<file path="config.mk">
export PLATFORM = sky130hd
export DESIGN_NAME = voice_activity_detector
export DESIGN_NICKNAME = d
export VERILOG_FILES = /design/src/rtl/vad_pkg.sv /design/src/rtl/vad_front.sv /design/src/rtl/vad_queue.sv /design/src/rtl/vad_back.sv /design/src/rtl/voice_activity_detector.sv
export VERILOG_INCLUDE_DIRS = /design/src /design/src/rtl
export SDC_FILE = /design/constraint.sdc
export NUM_CORES = 1
export LEC_CHECK = 0
export ABC_AREA = 1
export BUFFER_PORTS_ARGS = -buffer_cell sky130_fd_sc_hd__buf_2
export CAP_MARGIN = 5
export CORE_ASPECT_RATIO = 0.5
export CORE_MARGIN = 2
export CORE_UTILIZATION = 40
export DETAILED_ROUTE_END_ITERATION = 7
export HOLD_SLACK_MARGIN = 0.08
export PLACE_DENSITY_LB_ADDON = 0.1
export SLEW_MARGIN = 20
export SYNTH_ARGS = -nofsm -noshare
export SYNTH_HDL_FRONTEND = slang
export SYNTH_SLANG_ARGS = --single-unit
</file>
<file path="constraint.sdc">
create_clock -name clk -period 8.08 [get_ports clk]
set_input_delay 0.808 -clock clk [delete_from_list [all_inputs] [get_ports clk]]
set_output_delay 0.808 -clock clk [all_outputs]
set_load 0.05 [all_outputs]
</file>
<file path="src/rtl/voice_activity_detector_defines.svh">
// ----------------------------------------------------------------------------
// Voice activity detector assertion macros
// Shared concurrent assertion forms for the detector RTL.
// ----------------------------------------------------------------------------
`ifndef VOICE_ACTIVITY_DETECTOR_DEFINES_SVH
`define VOICE_ACTIVITY_DETECTOR_DEFINES_SVH

// Flag a condition that must never hold outside reset
`define VAD_ASSERT_NEVER(name, clk, rst, cond, msg) \
  name: assert property (@(posedge clk) disable iff (rst) !(cond)) \
    else $error(msg);

// Flag a consequent that fails to follow its antecedent in the same cycle
`define VAD_ASSERT_IMPLIES(name, clk, rst, ante, cons, msg) \
  name: assert property (@(posedge clk) disable iff (rst) (ante) |-> (cons)) \
    else $error(msg);

`endif

</file>
<file path="src/rtl/vad_pkg.sv">
// ----------------------------------------------------------------------------
// Voice activity detector package
// Widths, register indexes, reset values and shared types of the detector.
// ----------------------------------------------------------------------------
`default_nettype none

package vad_pkg;

  // Packet length limit, in samples
  localparam int unsigned MAX_SAMPLES = 4096;

  localparam int unsigned SAMPLE_W   = 16;
  localparam int unsigned VOL_W      = 16;
  localparam int unsigned THRESH_W   = 16;
  localparam int unsigned RUN_W      = 8;
  localparam int unsigned CFG_DATA_W = 16;
  localparam int unsigned CFG_IDX_W  = 2;

  // Sample count holds MAX_SAMPLES itself; the sum holds MAX_SAMPLES * 2^15
  localparam int unsigned COUNT_W = $clog2(MAX_SAMPLES + 1);
  localparam int unsigned SUM_W   = COUNT_W + SAMPLE_W - 1;
  localparam int unsigned ITER_W  = $clog2(SUM_W);

  // Queue of closed packets between front and back
  localparam int unsigned QUEUE_DEPTH = 2;
  localparam int unsigned QPTR_W      = (QUEUE_DEPTH > 1) ? $clog2(QUEUE_DEPTH) : 1;
  localparam int unsigned QCNT_W      = $clog2(QUEUE_DEPTH + 1);

  localparam logic [RUN_W-1:0]    RUN_MAX        = '1;
  localparam logic [THRESH_W-1:0] THRESH_RESET   = 16'd2000;
  localparam logic [RUN_W-1:0]    SPEAKING_RESET = 8'd6;
  localparam logic [RUN_W-1:0]    SILENCE_RESET  = 8'd10;

  typedef enum logic [CFG_IDX_W-1:0] {
    REG_VOLUME_THRESHOLD = 2'd0,
    REG_SPEAKING_RUN     = 2'd1,
    REG_SILENCE_RUN      = 2'd2
  } reg_index_t;

  // One closed packet waiting for its division
  typedef struct packed {
    logic [SUM_W-1:0]   sum;
    logic [COUNT_W-1:0] count;
    logic               forced;
  } close_t;

  typedef struct packed {
    logic [THRESH_W-1:0] threshold;
    logic [RUN_W-1:0]    speaking_run;
    logic [RUN_W-1:0]    silence_run;
  } cfg_t;

  typedef struct packed {
    logic full;
    logic empty;
  } queue_status_t;

  // Saturating run increment
  function automatic logic [RUN_W-1:0] run_bump(input logic [RUN_W-1:0] r);
    run_bump = (r == RUN_MAX) ? RUN_MAX : r + 1'b1;
  endfunction

endpackage

`default_nettype wire

</file>
<file path="src/rtl/vad_front.sv">
// ----------------------------------------------------------------------------
// Voice activity detector front end
// Accumulates sample magnitudes and closes packets into the queue.
// ----------------------------------------------------------------------------
`default_nettype none

module vad_front (
  input  logic                                 clk,
  input  logic                                 rst,
  input  logic                                 in_valid,
  input  logic                                 q_full,
  input  logic signed [vad_pkg::SAMPLE_W-1:0]  sample,
  input  logic                                 last_sample,
  output logic                                 push,
  output vad_pkg::close_t                      entry
);
  import vad_pkg::*;

  logic [SUM_W-1:0]    sum;
  logic [COUNT_W-1:0]  count;
  logic [SUM_W-1:0]    sum_next;
  logic [COUNT_W-1:0]  count_next;
  logic [SAMPLE_W-1:0] mag;
  logic                accept;
  logic                at_limit;
  logic                closing;

  // Take a magnitude: the most negative sample gives 0x8000
  always_comb begin
    mag        = sample[SAMPLE_W-1] ? (~$unsigned(sample) + 1'b1) : $unsigned(sample);
    accept     = in_valid && !q_full;
    sum_next   = sum + SUM_W'(mag);
    count_next = count + 1'b1;
    at_limit   = count_next >= COUNT_W'(MAX_SAMPLES);
    closing    = last_sample || at_limit;
  end

  // Hand the closed packet to the queue
  always_comb begin
    push         = accept && closing;
    entry.sum    = sum_next;
    entry.count  = count_next;
    entry.forced = !last_sample && at_limit;
  end

  // Advance the running sum and count
  always_ff @(posedge clk) begin
    if (rst) begin
      sum   <= '0;
      count <= '0;
    end else if (accept) begin
      if (closing) begin
        sum   <= '0;
        count <= '0;
      end else begin
        sum   <= sum_next;
        count <= count_next;
      end
    end
  end

endmodule

`default_nettype wire

</file>
<file path="src/rtl/vad_queue.sv">
// ----------------------------------------------------------------------------
// Voice activity detector packet queue
// Short first-in first-out buffer of closed packets between front and back.
// ----------------------------------------------------------------------------
`default_nettype none
`include "voice_activity_detector_defines.svh"

module vad_queue (
  input  logic                   clk,
  input  logic                   rst,
  input  logic                   push,
  input  vad_pkg::close_t        wr_entry,
  input  logic                   pop,
  output vad_pkg::close_t        rd_entry,
  output vad_pkg::queue_status_t status
);
  import vad_pkg::*;

  close_t              slots [QUEUE_DEPTH];
  logic [QPTR_W-1:0]   wr_ptr;
  logic [QPTR_W-1:0]   rd_ptr;
  logic [QCNT_W-1:0]   fill;

  function automatic logic [QPTR_W-1:0] ptr_inc(input logic [QPTR_W-1:0] p);
    ptr_inc = (p == QPTR_W'(QUEUE_DEPTH - 1)) ? '0 : p + 1'b1;
  endfunction

  always_comb begin
    rd_entry     = slots[rd_ptr];
    status.full  = fill == QCNT_W'(QUEUE_DEPTH);
    status.empty = fill == '0;
  end

  // Store the pushed packet
  always_ff @(posedge clk) begin
    if (push) begin
      slots[wr_ptr] <= wr_entry;
    end
  end

  // Advance pointers and fill level
  always_ff @(posedge clk) begin
    if (rst) begin
      wr_ptr <= '0;
      rd_ptr <= '0;
      fill   <= '0;
    end else begin
      if (push) begin
        wr_ptr <= ptr_inc(wr_ptr);
      end
      if (pop) begin
        rd_ptr <= ptr_inc(rd_ptr);
      end
      if (push && !pop) begin
        fill <= fill + 1'b1;
      end else if (pop && !push) begin
        fill <= fill - 1'b1;
      end
    end
  end

  `VAD_ASSERT_NEVER(a_no_push_full, clk, rst, push && status.full, "push into full queue")
  `VAD_ASSERT_NEVER(a_no_pop_empty, clk, rst, pop && status.empty, "pop from empty queue")

endmodule

`default_nettype wire

</file>
<file path="src/rtl/vad_back.sv">
// ----------------------------------------------------------------------------
// Voice activity detector back end
// Divides each packet's sum by its count, updates runs and speaking state,
// and holds the result beat in an output register.
// ----------------------------------------------------------------------------
`default_nettype none
`include "voice_activity_detector_defines.svh"

module vad_back (
  input  logic                          clk,
  input  logic                          rst,
  input  vad_pkg::cfg_t                 cfg,
  input  vad_pkg::close_t               q_entry,
  input  vad_pkg::queue_status_t        q_status,
  output logic                          pop,
  output logic                          out_valid,
  input  logic                          out_stall,
  output logic [vad_pkg::VOL_W-1:0]     volume,
  output logic                          speaking,
  output logic [vad_pkg::VOL_W-1:0]     peak_volume,
  output logic                          forced_end
);
  import vad_pkg::*;

  typedef enum logic [1:0] {
    ST_IDLE,
    ST_DIVIDE,
    ST_DONE
  } state_t;

  state_t              state;
  logic [SUM_W-1:0]    dvd;
  logic [COUNT_W-1:0]  divisor;
  logic [COUNT_W:0]    rem;
  logic [ITER_W-1:0]   iter;
  logic                forced;
  logic [RUN_W-1:0]    loud_run;
  logic [RUN_W-1:0]    quiet_run;
  logic [VOL_W-1:0]    max_volume;

  logic [COUNT_W:0]    rem_shift;
  logic                fits;
  logic [VOL_W-1:0]    vol;
  logic                loud;
  logic [RUN_W-1:0]    loud_next;
  logic [RUN_W-1:0]    quiet_next;
  logic                speaking_next;
  logic [VOL_W-1:0]    max_next;
  logic                slot_free;

  // One restoring division step; quotient bits shift into the dividend
  always_comb begin
    rem_shift = {rem[COUNT_W-1:0], dvd[SUM_W-1]};
    fits      = rem_shift >= {1'b0, divisor};
  end

  // Classify the finished volume and update runs and speaking state
  always_comb begin
    vol        = dvd[VOL_W-1:0];
    loud       = vol > cfg.threshold;
    loud_next  = loud ? run_bump(loud_run) : '0;
    quiet_next = loud ? '0 : run_bump(quiet_run);
    speaking_next = speaking;
    if (!speaking_next && (loud_next > cfg.speaking_run)) begin
      speaking_next = 1'b1;
    end
    if (speaking_next && (quiet_next > cfg.silence_run)) begin
      speaking_next = 1'b0;
    end
    max_next  = (vol > max_volume) ? vol : max_volume;
    slot_free = !out_valid || !out_stall;
    pop       = (state == ST_IDLE) && !q_status.empty;
  end

  // Sequence the divider and load the result register
  always_ff @(posedge clk) begin
    if (rst) begin
      state       <= ST_IDLE;
      out_valid   <= 1'b0;
      speaking    <= 1'b0;
      loud_run    <= '0;
      quiet_run   <= '0;
      max_volume  <= '0;
    end else begin
      // Drop an accepted beat unless a new one replaces it this cycle
      if (out_valid && !out_stall && (state != ST_DONE)) begin
        out_valid <= 1'b0;
      end
      unique case (state)
        ST_IDLE: begin
          if (pop) begin
            dvd     <= q_entry.sum;
            divisor <= q_entry.count;
            forced  <= q_entry.forced;
            rem     <= '0;
            iter    <= ITER_W'(SUM_W - 1);
            state   <= ST_DIVIDE;
          end
        end
        ST_DIVIDE: begin
          rem  <= fits ? (rem_shift - {1'b0, divisor}) : rem_shift;
          dvd  <= {dvd[SUM_W-2:0], fits};
          iter <= iter - 1'b1;
          if (iter == '0) begin
            state <= ST_DONE;
          end
        end
        ST_DONE: begin
          if (slot_free) begin
            volume      <= vol;
            speaking    <= speaking_next;
            peak_volume <= max_next;
            forced_end  <= forced;
            out_valid   <= 1'b1;
            loud_run    <= loud_next;
            quiet_run   <= quiet_next;
            max_volume  <= max_next;
            state       <= ST_IDLE;
          end
        end
        default: begin
          state <= ST_IDLE;
        end
      endcase
    end
  end

  `VAD_ASSERT_IMPLIES(a_result_from_done, clk, rst, $rose(out_valid),
                      $past(state == ST_DONE), "result beat without finished division")
  `VAD_ASSERT_IMPLIES(a_quotient_fits, clk, rst, state == ST_DONE,
                      dvd[SUM_W-1:VOL_W] == '0, "quotient exceeds volume width")

endmodule

`default_nettype wire

</file>
<file path="src/rtl/voice_activity_detector.sv">
// ----------------------------------------------------------------------------
// Voice activity detector
// Energy-based voice activity detection on packets of signed PCM samples.
// ----------------------------------------------------------------------------
//   Channel  Direction  Handshake              Payload
//   in       input      in_valid / in_stall    sample, last_sample
//   out      output     out_valid / out_stall  volume, speaking, peak_volume,
//                                              forced_end
//   cfg      input      cfg_write              cfg_index, cfg_data
//
// The front end takes one sample a cycle; it stalls only when the two-entry
// packet queue is full.
// The back end fetches each closed packet, runs it through the one-bit-a-cycle
// divider, then updates state and loads the result.
// A stalled result waits in the output register while the divider goes on.
// Synchronous reset clears control state but not data; config gets defaults.
// ----------------------------------------------------------------------------
`default_nettype none

module voice_activity_detector (
  input  logic                                 clk,
  input  logic                                 rst,
  input  logic                                 in_valid,
  output logic                                 in_stall,
  input  logic signed [vad_pkg::SAMPLE_W-1:0]  sample,
  input  logic                                 last_sample,
  output logic                                 out_valid,
  input  logic                                 out_stall,
  output logic [vad_pkg::VOL_W-1:0]            volume,
  output logic                                 speaking,
  output logic [vad_pkg::VOL_W-1:0]            peak_volume,
  output logic                                 forced_end,
  input  logic                                 cfg_write,
  input  logic [vad_pkg::CFG_IDX_W-1:0]        cfg_index,
  input  logic [vad_pkg::CFG_DATA_W-1:0]       cfg_data
);
  import vad_pkg::*;

  cfg_t          cfg;
  close_t        push_entry;
  close_t        pop_entry;
  queue_status_t q_status;
  logic          push;
  logic          pop;

  // Hold configuration registers; unknown indexes are dropped
  always_ff @(posedge clk) begin
    if (rst) begin
      cfg.threshold    <= THRESH_RESET;
      cfg.speaking_run <= SPEAKING_RESET;
      cfg.silence_run  <= SILENCE_RESET;
    end else if (cfg_write) begin
      case (cfg_index)
        REG_VOLUME_THRESHOLD: cfg.threshold    <= cfg_data[THRESH_W-1:0];
        REG_SPEAKING_RUN:     cfg.speaking_run <= cfg_data[RUN_W-1:0];
        REG_SILENCE_RUN:      cfg.silence_run  <= cfg_data[RUN_W-1:0];
        default: begin
        end
      endcase
    end
  end

  assign in_stall = q_status.full;

  vad_front u_front (
    .clk         (clk),
    .rst         (rst),
    .in_valid    (in_valid),
    .q_full      (q_status.full),
    .sample      (sample),
    .last_sample (last_sample),
    .push        (push),
    .entry       (push_entry)
  );

  vad_queue u_queue (
    .clk      (clk),
    .rst      (rst),
    .push     (push),
    .wr_entry (push_entry),
    .pop      (pop),
    .rd_entry (pop_entry),
    .status   (q_status)
  );

  vad_back u_back (
    .clk         (clk),
    .rst         (rst),
    .cfg         (cfg),
    .q_entry     (pop_entry),
    .q_status    (q_status),
    .pop         (pop),
    .out_valid   (out_valid),
    .out_stall   (out_stall),
    .volume      (volume),
    .speaking    (speaking),
    .peak_volume (peak_volume),
    .forced_end  (forced_end)
  );

endmodule

`default_nettype wire
</file>
==> results.sh, run 1 <==
export IMPL_yosysSeqAreaShare=0.496
export IMPL_grt_pass1_wl_um=57600
export IMPL_combinationalPowerShare=0.308
export IMPL_antenna_left=0
export IMPL_synthTopCellsByArea="edfxtp_1 35%, dfxtp_1 15%, nand2_1 11%"
export IMPL_setup_violations_final=0
export IMPL_fillers=3709
export IMPL_synth_top_area_share=0.347
export IMPL_track_usage=0.181
export IMPL_die_area_um2=40000
export IMPL_cp_max_fo=9
export IMPL_grt_overflow=0
export IMPL_synth_edf_count=177
export IMPL_firstDrtPassIters=5
export IMPL_worstPathArrival_ns=3.88
export IMPL_diodes=0
export IMPL_synth_seq_cells=291
export IMPL_vias=11300
export IMPL_crit_type="reg -> reg"
export IMPL_path_common_cell="nand2_1"
export IMPL_fin_skew_ns=0.0217
export IMPL_p_clk_frac=0.278
export IMPL_powerDensity_nw_per_um2=296
export IMPL_min_from="u_back.forced"
export IMPL_syn_nets=1903
export IMPL_drt_iter0_drc=608
export IMPL_r2r_start="u_back.dvd[15]"
export IMPL_io_pins=76
export IMPL_gp_congestion=0.834
export IMPL_die_h_um=142
export IMPL_rsz0062_at_grt="false"
export IMPL_syn_avg_cell_area_um2=8.61
export IMPL_insertion_delay_ns=0.56
export IMPL_hpwl_um=24700
export IMPL_h_tree_depth=1
export IMPL_wl_per_cell_um=14.9
export IMPL_grt_max_degree=72
export IMPL_numCtsBuffers=29
export IMPL_cts_root_buf="clkbuf_16"
export IMPL_critical_path_max_stage_delay_ns=0.60
export IMPL_switching_share=0.359
export IMPL_antenna_found_initial=0
export IMPL_cpMaxStageDelayCell="edfxtp_1"
export IMPL_drt_vias_per_instance=4.80
export IMPL_slew_violations=0
export IMPL_fin_crit_sh=0.418
export IMPL_r2r_end="u_back.speaking"
export IMPL_critPathCaptureType="flip-flop"
export IMPL_post_route_util=0.458
export IMPL_async_reset_ff_frac=0
export IMPL_outcome="finished, final reports clean"
export IMPL_coreArea_um2=37500
export IMPL_internal_power_mw=3.26
export IMPL_cts_setup_buffers=0
export IMPL_syn_area_um2=15300
export IMPL_start_util=0.408
export IMPL_die_x_um=281
export IMPL_postCtsHoldBufs=0
export IMPL_worstRegToRegCells=18
export IMPL_mostFrequentLayoutCells="444 x nand2_1, 250 x inv_1, 177 x edfxtp_1"
export IMPL_synth_cell_types=51
export IMPL_hp_class="reg -> reg"
export IMPL_synth_ff_type="edfxtp_1"
export IMPL_tns_ns=0
export IMPL_cp_required_ns=8.58
export IMPL_cts_clk_slew_worst_paths_ns=0.07
export IMPL_sequentialPowerShare=0.414
export IMPL_synth_largest_area_cell="edfxtp_1"
export IMPL_fp_row_count=50
export IMPL_cts_tree="done"
export IMPL_period_needed_ns=3.38
export IMPL_tightest_slew_ns=0.987
export IMPL_ff2ff_setup_slack_ns=4.70
export IMPL_power_mw=5.08
export IMPL_path_cells="ha_1, nand2_1, inv_1, nand3_1, nor3_1, nand2_1, nand2_1, nand2_1, nand2_1, inv_1, ha_1, nand2_1, inv_1, a221oi_1, o21ai_0, nand2_1, nand2_1, nor2_1"
export IMPL_clockBufferDepth=3
export IMPL_synthToLayoutAreaGrowth_pct=12.2
export IMPL_layout_commonest_cell="nand2_1"
export IMPL_critPathLaunchType="flip-flop"
export IMPL_timing_fmax_mhz=296
export IMPL_ys_warn_count=0
export IMPL_leakage_nw=7.37
export IMPL_nNetsFinal=1969
export IMPL_relSlewSlack=0.340
export IMPL_cap_violations=0
export IMPL_worst_hold_path_endpoint="u_back.forced_end"
export IMPL_drive_above_1_share=0.117
export IMPL_synth_cells=1778
export IMPL_wl_um=35300
export IMPL_ctsResizeCount=0
export IMPL_p_sw_mw=1.83
export IMPL_cts_sinks=291
export IMPL_route_detailed_drc=0
export IMPL_port_buffers=75
export IMPL_grt_pass1_vias=10800
export IMPL_irDropWorstVdd_v=0.000167
export IMPL_hold_viol_final=0
export IMPL_worst_hold_path_num_cells=0
[layer usage]
layer / GRT usage / share of wire / vias up
met3: 0.0282 / 0.034 / 45
met4: 0.0363 / 0.017 / 0
met1: 0.264 / 0.52 / 5162
li1: - / - / 5984
met5: 0 / 0 / -
met2: 0.285 / 0.43 / 130
[power groups by stage]
stage | Clock [mW] | Combinational [mW] | Sequential, mW
2_1_floorplan | 0 | 1.17 | 2.09
3_3_place_gp | 0 | 1.57 | 2.13
3_5_place_dp | 0 | 1.58 | 2.13
4_1_cts | 1.46 | 1.58 | 2.11
5_1_grt | 1.51 | 1.81 | 2.13
6_report | 1.41 | 1.57 | 2.11
[worst max-delay path, delay by kind of cell (launching register included)]
| kind | cells | cell delay, ns |
|---|---|---|
| flops | 1 | 0.60 |
| fa+ha+maj | 2 | 0.68 |
| simple gates | 11 | 1.44 |
| compound gates | 2 | 0.42 |
| buf+inv | 3 | 0.16 |
[synth_stat cells, drive strengths merged, types with 2 or more instances]
cell type	n
a21oi	146
a31oi	3
and2	12
buf	14
clkbuf	38
clkinv	2
dfxtp	114
edfxtp	177
fa	2
ha	83
inv	252
mux2	14
nand2	460
nand3	100
nand3b	4
nand4	11
nor2	106
nor3	19
nor4	2
o211ai	12
o21a	4
o21ai	137
o21bai	2
or2	5
xnor2	14
xor2	36
[how the worst max path moves through the flow]
| stage | startpoint | end | slack (ns) | depth (start not counted) |
|---|---|---|---|---|
| finish | u_back.dvd[15] | u_back.speaking | 4.70 | 18 |
| global route | u_back.dvd[15] | u_back.speaking | 4.27 | 18 |
| CTS | u_back.dvd[15] | u_back.speaking | 4.63 | 18 |
| detailed placement | out_stall | u_back.volume[15] | 4.34 | 7 |
| global placement | out_stall | u_back.volume[6] | 4.35 | 7 |
| floorplan | rst | u_back.dvd[0] | 3.02 | 3 |
[stage by stage]
| stage | cell area (um2) | hold slack [ns] | cells | worst slack (ns) |
|---|---|---|---|---|
| 2_1_floorplan | 15300 | 0.400 | 1778 | 3.02 |
| 6_report | 17200 | 0.419 | 2360 | 4.70 |
| 4_1_cts | 17200 | 0.421 | 2360 | 4.63 |
| 3_3_place_gp | 16200 | 0.401 | 2307 | 4.35 |
| 5_1_grt | 17200 | 0.433 | 2360 | 4.27 |
| 3_5_place_dp | 16200 | 0.406 | 2307 | 4.34 |
[layout make-up]
class / instances / area, um2 / share of cell area
clock buffer: 33 / 751 / 0.0437
inverter: 254 / 953 / 0.0555
sequential: 291 / 7600 / 0.442
clock inverter: 20 / 229 / 0.0133
timing repair buffer: 87 / 465 / 0.0271
multi-input combinational: 1181 / 6560 / 0.382
tap: 494 / 618 / 0.0360
[registers in the layout, summed over array words and instances, names as in the netlist, 2 cells and up, named ones only]
signal              count
u_back.rem             13
u_back.divisor         13
u_back.dvd             28
u_back.volume          16
u_front.count          13
u_back.iter             5
u_back.quiet_run        8
cfg                    32
u_back.state            2
u_back.max_volume      16
u_back.peak_volume     16
u_back.loud_run         8
u_queue.fill            2
u_queue.slots          84
u_front.sum            28
[cell families (layout without fill, tap and decap cells)]
logic type | after synthesis | in the layout | share of synthesized area
AOI/OAI and AO/OA | 310 | 310 | 0.111
xor gates and xnor gates | 50 | 50 | 0.0286
adders and majority gates | 85 | 85 | 0.0704
buffers and inverters | 306 | 394 | 0.0786
DFF | 291 | 291 | 0.496
muxes | 15 | 15 | 0.0109
and+or+nand+nor | 721 | 721 | 0.204
Note: power is estimated with default switching activity, not from simulation.
==> run 2: changes to the inputs <==
Clock period 8.08 ns to 2.9 ns, I/O delays scaled along.
==> run 2 against run 1 <==
Net effect: via count up 4.2%; sequential share of layout area down 2.3 points; sequential power rose to 2.7 times the previous value; highest routed layer unchanged; core utilization up 2.5 points; critical path type unchanged; register-to-register slack worse by 4.6 ns; final area up 5.4%.
==> results.sh, run 2 (synthesis results as in run 1) <==
export IMPL_outcome="finished, final reports clean"
export IMPL_switching_share=0.359
export IMPL_fin_skew_ns=0.0123
export IMPL_fillers=3694
export IMPL_drive_above_1_share=0.159
export IMPL_start_util=0.408
export IMPL_grt_pass1_wl_um=59600
export IMPL_worstRegToRegCells=18
export IMPL_worst_hold_path_num_cells=3
export IMPL_drt_iter0_drc=806
export IMPL_r2r_start="u_back.dvd[15]"
export IMPL_numCtsBuffers=28
export IMPL_cp_max_fo=5
export IMPL_wl_per_cell_um=15.0
export IMPL_powerDensity_nw_per_um2=817
export IMPL_worstPathArrival_ns=3.27
export IMPL_firstDrtPassIters=5
export IMPL_fin_hold_ws_ns=0.101
export IMPL_p_clk_frac=0.265
export IMPL_coreArea_um2=37500
export IMPL_crit_end="u_back.speaking"
export IMPL_cts_clk_slew_worst_paths_ns=0.07
export IMPL_antenna_found_initial=1
export IMPL_cp_required_ns=3.35
export IMPL_wl_um=36900
export IMPL_relSlewSlack=0.456
export IMPL_synthToLayoutAreaGrowth_pct=18.2
export IMPL_sequentialPowerShare=0.389
export IMPL_cp_depth=18
export IMPL_cp_top_family="simple AND/OR/NAND/NOR gates"
export IMPL_regMostFlops="u_queue.slots"
export IMPL_tightest_slew_ns=0.816
export IMPL_r2r_end="u_back.speaking"
export IMPL_cts_tree="done"
export IMPL_cpMaxStageDelayCell="edfxtp_1"
export IMPL_clockBufferDepth=3
export IMPL_crit_buf_inv=5
export IMPL_crit_start="u_back.dvd[15]"
export IMPL_hold_viol_final=0
export IMPL_track_usage=0.189
export IMPL_rsz0062_at_grt="true"
export IMPL_grt_overflow=0
export IMPL_port_buffers=75
export IMPL_leakage_nw=7.85
export IMPL_period_needed_ns=2.82
export IMPL_critical_path_max_stage_delay_ns=0.50
export IMPL_critPathCaptureType="flip-flop"
export IMPL_hp_class="in -> reg"
export IMPL_path_common_cell="buf_4"
export IMPL_route_detailed_drc=0
export IMPL_h_tree_depth=1
export IMPL_fp_row_count=50
export IMPL_cts_sinks=291
export IMPL_antenna_left=0
export IMPL_cts_root_buf="clkbuf_16"
export IMPL_mostFrequentLayoutCells="442 x nand2_1, 250 x inv_1, 177 x edfxtp_1"
export IMPL_gp_congestion=0.858
export IMPL_combinationalPowerShare=0.346
export IMPL_nNetsFinal=2067
export IMPL_die_x_um=281
export IMPL_slew_violations=0
export IMPL_drt_vias_per_instance=4.80
export IMPL_grt_max_degree=72
export IMPL_layout_commonest_cell="nand2_1"
export IMPL_grt_pass1_vias=11200
export IMPL_die_h_um=142
export IMPL_fin_crit_sh=0.972
export IMPL_insertion_delay_ns=0.56
export IMPL_layout_top_registers="u_queue.slots (84), cfg (32)"
export IMPL_die_area_um2=40000
export IMPL_setup_violations_final=0
export IMPL_cap_violations=0
export IMPL_vias=11800
export IMPL_timing_fmax_mhz=355
export IMPL_ff2ff_setup_slack_ns=0.08
export IMPL_power_mw=14.8
export IMPL_crit_type="reg -> reg"
export IMPL_internal_power_mw=9.47
export IMPL_path_cells="ha_4, nand2_1, inv_1, nand3_2, nor3_2, buf_4, nand2_1, nand2_2, buf_4, buf_4, nand3_1, inv_1, ha_1, a21oi_1, o21a_1, o21ai_1, a21oi_1, nor2_1"
export IMPL_p_sw_mw=5.31
export IMPL_irDropWorstVdd_v=0.000442
export IMPL_largest_reg_flops=84
export IMPL_critPathLaunchType="flip-flop"
export IMPL_io_pins=76
export IMPL_hpwl_um=26500
## run 2: cell types whose count changed in the layout (fill, tap and decap cells not counted), sizes merged
cell,change
buf,+82
dlygate4sd3,+17
clkinv,-3
inv,+3
bufinv,-1
diode,+1
## run 2: worst min-delay path by stage
stage	startpoint	endpoint	slack, ns
2_1_floorplan	u_back.forced	u_back.forced_end	0.40
3_3_place_gp	u_queue.rd_ptr	u_queue.rd_ptr	0.44
3_5_place_dp	u_queue.rd_ptr	flip-flop	0.44
4_1_cts	cfg_data[5]	cfg[13]	0.09
5_1_grt	cfg_data[5]	cfg[13]	0.10
6_report	cfg_data[5]	cfg[13]	0.10
## run 2: metal layers
layer	global-route usage	part of all wire	up-vias
met2	0.286	0.41	164
li1	-	-	6182
met5	0	0	-
met3	0.0274	0.042	41
met4	0.0346	0.017	0
met1	0.287	0.53	5412
## run 2: through the flow
step | setup TNS, ns | instances | instance area [um2] | setup WS (ns) | util
floorplan | 0 | 1778 | 15300 | 0.104 | -
detailed placement | -6.90 | 2389 | 16900 | -0.225 | 0.449
global placement | -5.39 | 2389 | 16900 | -0.205 | 0.449
finish | 0 | 2459 | 18100 | 0.0798 | 0.482
CTS | 0 | 2458 | 18000 | 0.0127 | 0.480
global route | -0.146 | 2458 | 18100 | -0.146 | 0.482
## run 2: area by class of cell
class                           instances  area [um2]  area share
Multi-Input combinational cell       1181        6660       0.368
Clock inverter                         19         210      0.0116
Timing Repair Buffer                  186        1300      0.0719
Clock buffer                           33         761      0.0420
Antenna cell                            1        2.50    0.000138
Inverter                              254         953      0.0527
Tap cell                              494         618      0.0341
Sequential cell                       291        7600       0.420
## run 2: power by group through the flow
| stage | Sequential (mW) | Combinational, mW | Clock [mW] |
|---|---|---|---|
| 3_5_place_dp | 5.83 | 5.04 | 0 |
| 3_3_place_gp | 5.83 | 5.05 | 0 |
| 4_1_cts | 5.75 | 5.10 | 4.02 |
| 2_1_floorplan | 5.81 | 3.26 | 0 |
| 6_report | 5.75 | 5.12 | 3.92 |
| 5_1_grt | 5.83 | 5.82 | 4.21 |
## run 2: worst reg2reg max path, stage by stage (launching register included)
cell	delay, ns
edfxtp_1	0.50
ha_4	0.31
nand2_1	0.05
inv_1	0.08
nand3_2	0.08
nor3_2	0.17
buf_4	0.15
nand2_1	0.06
nand2_2	0.10
buf_4	0.13
buf_4	0.12
nand3_1	0.09
inv_1	0.07
ha_1	0.23
a21oi_1	0.17
o21a_1	0.12
o21ai_1	0.06
a21oi_1	0.16
nor2_1	0.06
## run 2: what timing repair did
item,in CTS,in global routing
gates cloned,0,0
hold buffers,17,0
gates resized for setup,3,14
setup buffers,0,0
hold endpoints to repair,32,0
setup endpoints to repair,1,16
pin swaps,0,4
==> run 3: changes to the inputs <==
Settings changed: SETUP_SLACK_MARGIN set to 0.1.
==> run 3 against run 2 <==
Net effect: setup slack gained 0.029 ns; count of clock-buffer cells in the layout is the same; clock power is essentially flat; sequential power is essentially flat; flip-flop and latch count is the same; clock skew is essentially flat; final area grew 1.5%; via count grew 0.36%; routed wire length grew 0.55%; largest cell class unchanged; largest power group unchanged.
==> results.sh, run 3 (synthesis results as in run 1) <==
export IMPL_p_clk_frac=0.262
export IMPL_cts_sinks=291
export IMPL_track_usage=0.190
export IMPL_switching_share=0.361
export IMPL_coreArea_um2=37500
export IMPL_grt_pass1_wl_um=59900
export IMPL_leakage_nw=7.89
export IMPL_die_area_um2=40000
export IMPL_mostFrequentLayoutCells="433 x nand2_1, 243 x inv_1, 177 x edfxtp_1"
export IMPL_timing_fmax_mhz=358
export IMPL_insertion_delay_ns=0.56
export IMPL_start_util=0.408
export IMPL_cp_required_ns=3.40
export IMPL_wl_um=37100
export IMPL_antenna_found_initial=1
export IMPL_cts_root_buf="clkbuf_16"
export IMPL_hpwl_um=26500
export IMPL_hold_viol_final=0
export IMPL_critPathCaptureType="flip-flop"
export IMPL_grt_max_degree=72
export IMPL_nNetsFinal=2074
export IMPL_cts_clk_slew_worst_paths_ns=0.07
export IMPL_sequentialPowerShare=0.384
export IMPL_regMostFlops="u_queue.slots"
export IMPL_antenna_left=0
export IMPL_outcome="finished, final reports clean"
export IMPL_cts_tree="done"
export IMPL_drt_vias_per_instance=4.80
export IMPL_cap_violations=0
export IMPL_layout_commonest_cell="nand2_1"
export IMPL_internal_power_mw=9.58
export IMPL_vias=11800
export IMPL_multi_input_area_um2=6840
export IMPL_gp_congestion=0.858
export IMPL_die_x_um=281
export IMPL_clockBufferDepth=3
export IMPL_route_detailed_drc=0
export IMPL_io_pins=76
export IMPL_seq_area_um2=7600
export IMPL_cp_max_fo=4
export IMPL_combinationalPowerShare=0.355
export IMPL_fillers=3675
export IMPL_synthToLayoutAreaGrowth_pct=20.0
export IMPL_relSlewSlack=0.455
export IMPL_h_tree_depth=1
export IMPL_tightest_slew_ns=0.818
export IMPL_wl_per_cell_um=15.1
export IMPL_numCtsBuffers=28
export IMPL_post_route_util=0.490
export IMPL_crit_type="reg -> reg"
export IMPL_period_needed_ns=2.79
export IMPL_powerDensity_nw_per_um2=816
export IMPL_layout_top_registers="u_queue.slots (84), cfg (32)"
export IMPL_worstPathArrival_ns=3.29
export IMPL_fin_skew_ns=0.0127
export IMPL_setup_violations_final=0
export IMPL_firstDrtPassIters=5
export IMPL_largest_reg_flops=84
export IMPL_fin_hold_ws_ns=0.110
export IMPL_drive_above_1_share=0.181
export IMPL_grt_overflow=0
export IMPL_worst_slack_ns=0.109
export IMPL_rsz0062_at_grt="true"
export IMPL_diodes=0
export IMPL_port_buffers=75
export IMPL_fp_row_count=50
export IMPL_dp_slack_ns=-0.225
export IMPL_hp_class="in -> reg"
export IMPL_drt_iter0_drc=761
export IMPL_critPathLaunchType="flip-flop"
export IMPL_die_h_um=142
export IMPL_grt_pass1_vias=11200
export IMPL_slew_violations=0
export IMPL_p_sw_mw=5.41
export IMPL_fin_crit_sh=0.962
export IMPL_irDropWorstVdd_v=0.000442
-- run 3: cell types whose count changed in the layout (fill, tap and decap cells not counted), moves of 5 or more --
| cell | previous run | this run |
|---|---|---|
| buf_6 | 0 | 5 |
| nand3_1 | 87 | 81 |
| nor2_1 | 99 | 93 |
| nand2_1 | 442 | 433 |
| inv_1 | 250 | 243 |
| nand2_2 | 16 | 24 |
| inv_2 | 3 | 9 |
-- run 3: timing repair --
item | 4_1_cts | 5_1_grt
setup endpoints to repair | 1 | 42
hold buffers | 17 | 0
setup buffers | 0 | 7
pin swaps | 12 | 22
endpoints found under the hold margin | 32 | 0
resized for setup | 32 | 38
-- run 3: final cells by class --
type                            count  area share
Sequential cell                   291       0.413
Multi-Input combinational cell   1181       0.372
Timing Repair Buffer              193      0.0760
Inverter                          254      0.0520
Clock buffer                       33      0.0414
Tap cell                          494      0.0336
Clock inverter                     19      0.0114
-- run 3: stage by stage --
step	cells	power, mW	setup TNS (ns)	instance area (um2)
2_1_floorplan	1778	9.07	0	15300
3_3_place_gp	2389	10.9	-5.39	16900
3_5_place_dp	2389	10.9	-6.90	16900
4_1_cts	2458	15.0	0	18200
5_1_grt	2465	16.1	-0.0529	18400
6_report	2465	15.0	0	18400
-- run 3: power by group through the flow --
stage / sequential, mW / combinational, mW / clock [mW]
3_3_place_gp: 5.83 / 5.05 / 0
6_report: 5.75 / 5.31 / 3.92
5_1_grt: 5.83 / 6.02 / 4.22
3_5_place_dp: 5.83 / 5.04 / 0
2_1_floorplan: 5.81 / 3.26 / 0
4_1_cts: 5.75 / 5.19 / 4.02
-- run 3: critical path, cell delays in order (launching register included) --
cell and delay [ns]:
edfxtp_1 0.50, ha_4 0.32, nand2_2 0.04, inv_2 0.07
nand3_2 0.09, nor3_2 0.12, buf_4 0.16, nand4_4 0.17
buf_6 0.21, buf_12 0.12, nand3_2 0.07, inv_1 0.05
ha_1 0.27, nand2_1 0.07, o21a_1 0.18, o21ai_1 0.12
a21oi_1 0.08, nor2_1 0.10
-- run 3: path summary, 6_finish.rpt --
path | cells after the start | startpoint | slack (ns) | end
min | 3 | cfg_data[5] | 0.11 | cfg[13]
max | 17 | u_back.dvd[15] | 0.11 | u_back.speaking
min reg2reg | 1 | u_queue.rd_ptr | 0.45 | flip-flop
max reg2reg | 17 | u_back.dvd[15] | 0.11 | u_back.speaking
-- run 3: per-layer routing --
metal  wire (um)  vias to the layer above  track usage  share of wire
met5           0                        -            0              0
li1            -                     6192            -              -
met1       19600                     5445        0.289           0.53
met4         571                        0       0.0324          0.015
met3        1490                       40       0.0268          0.040
met2       15500                      164        0.289           0.42
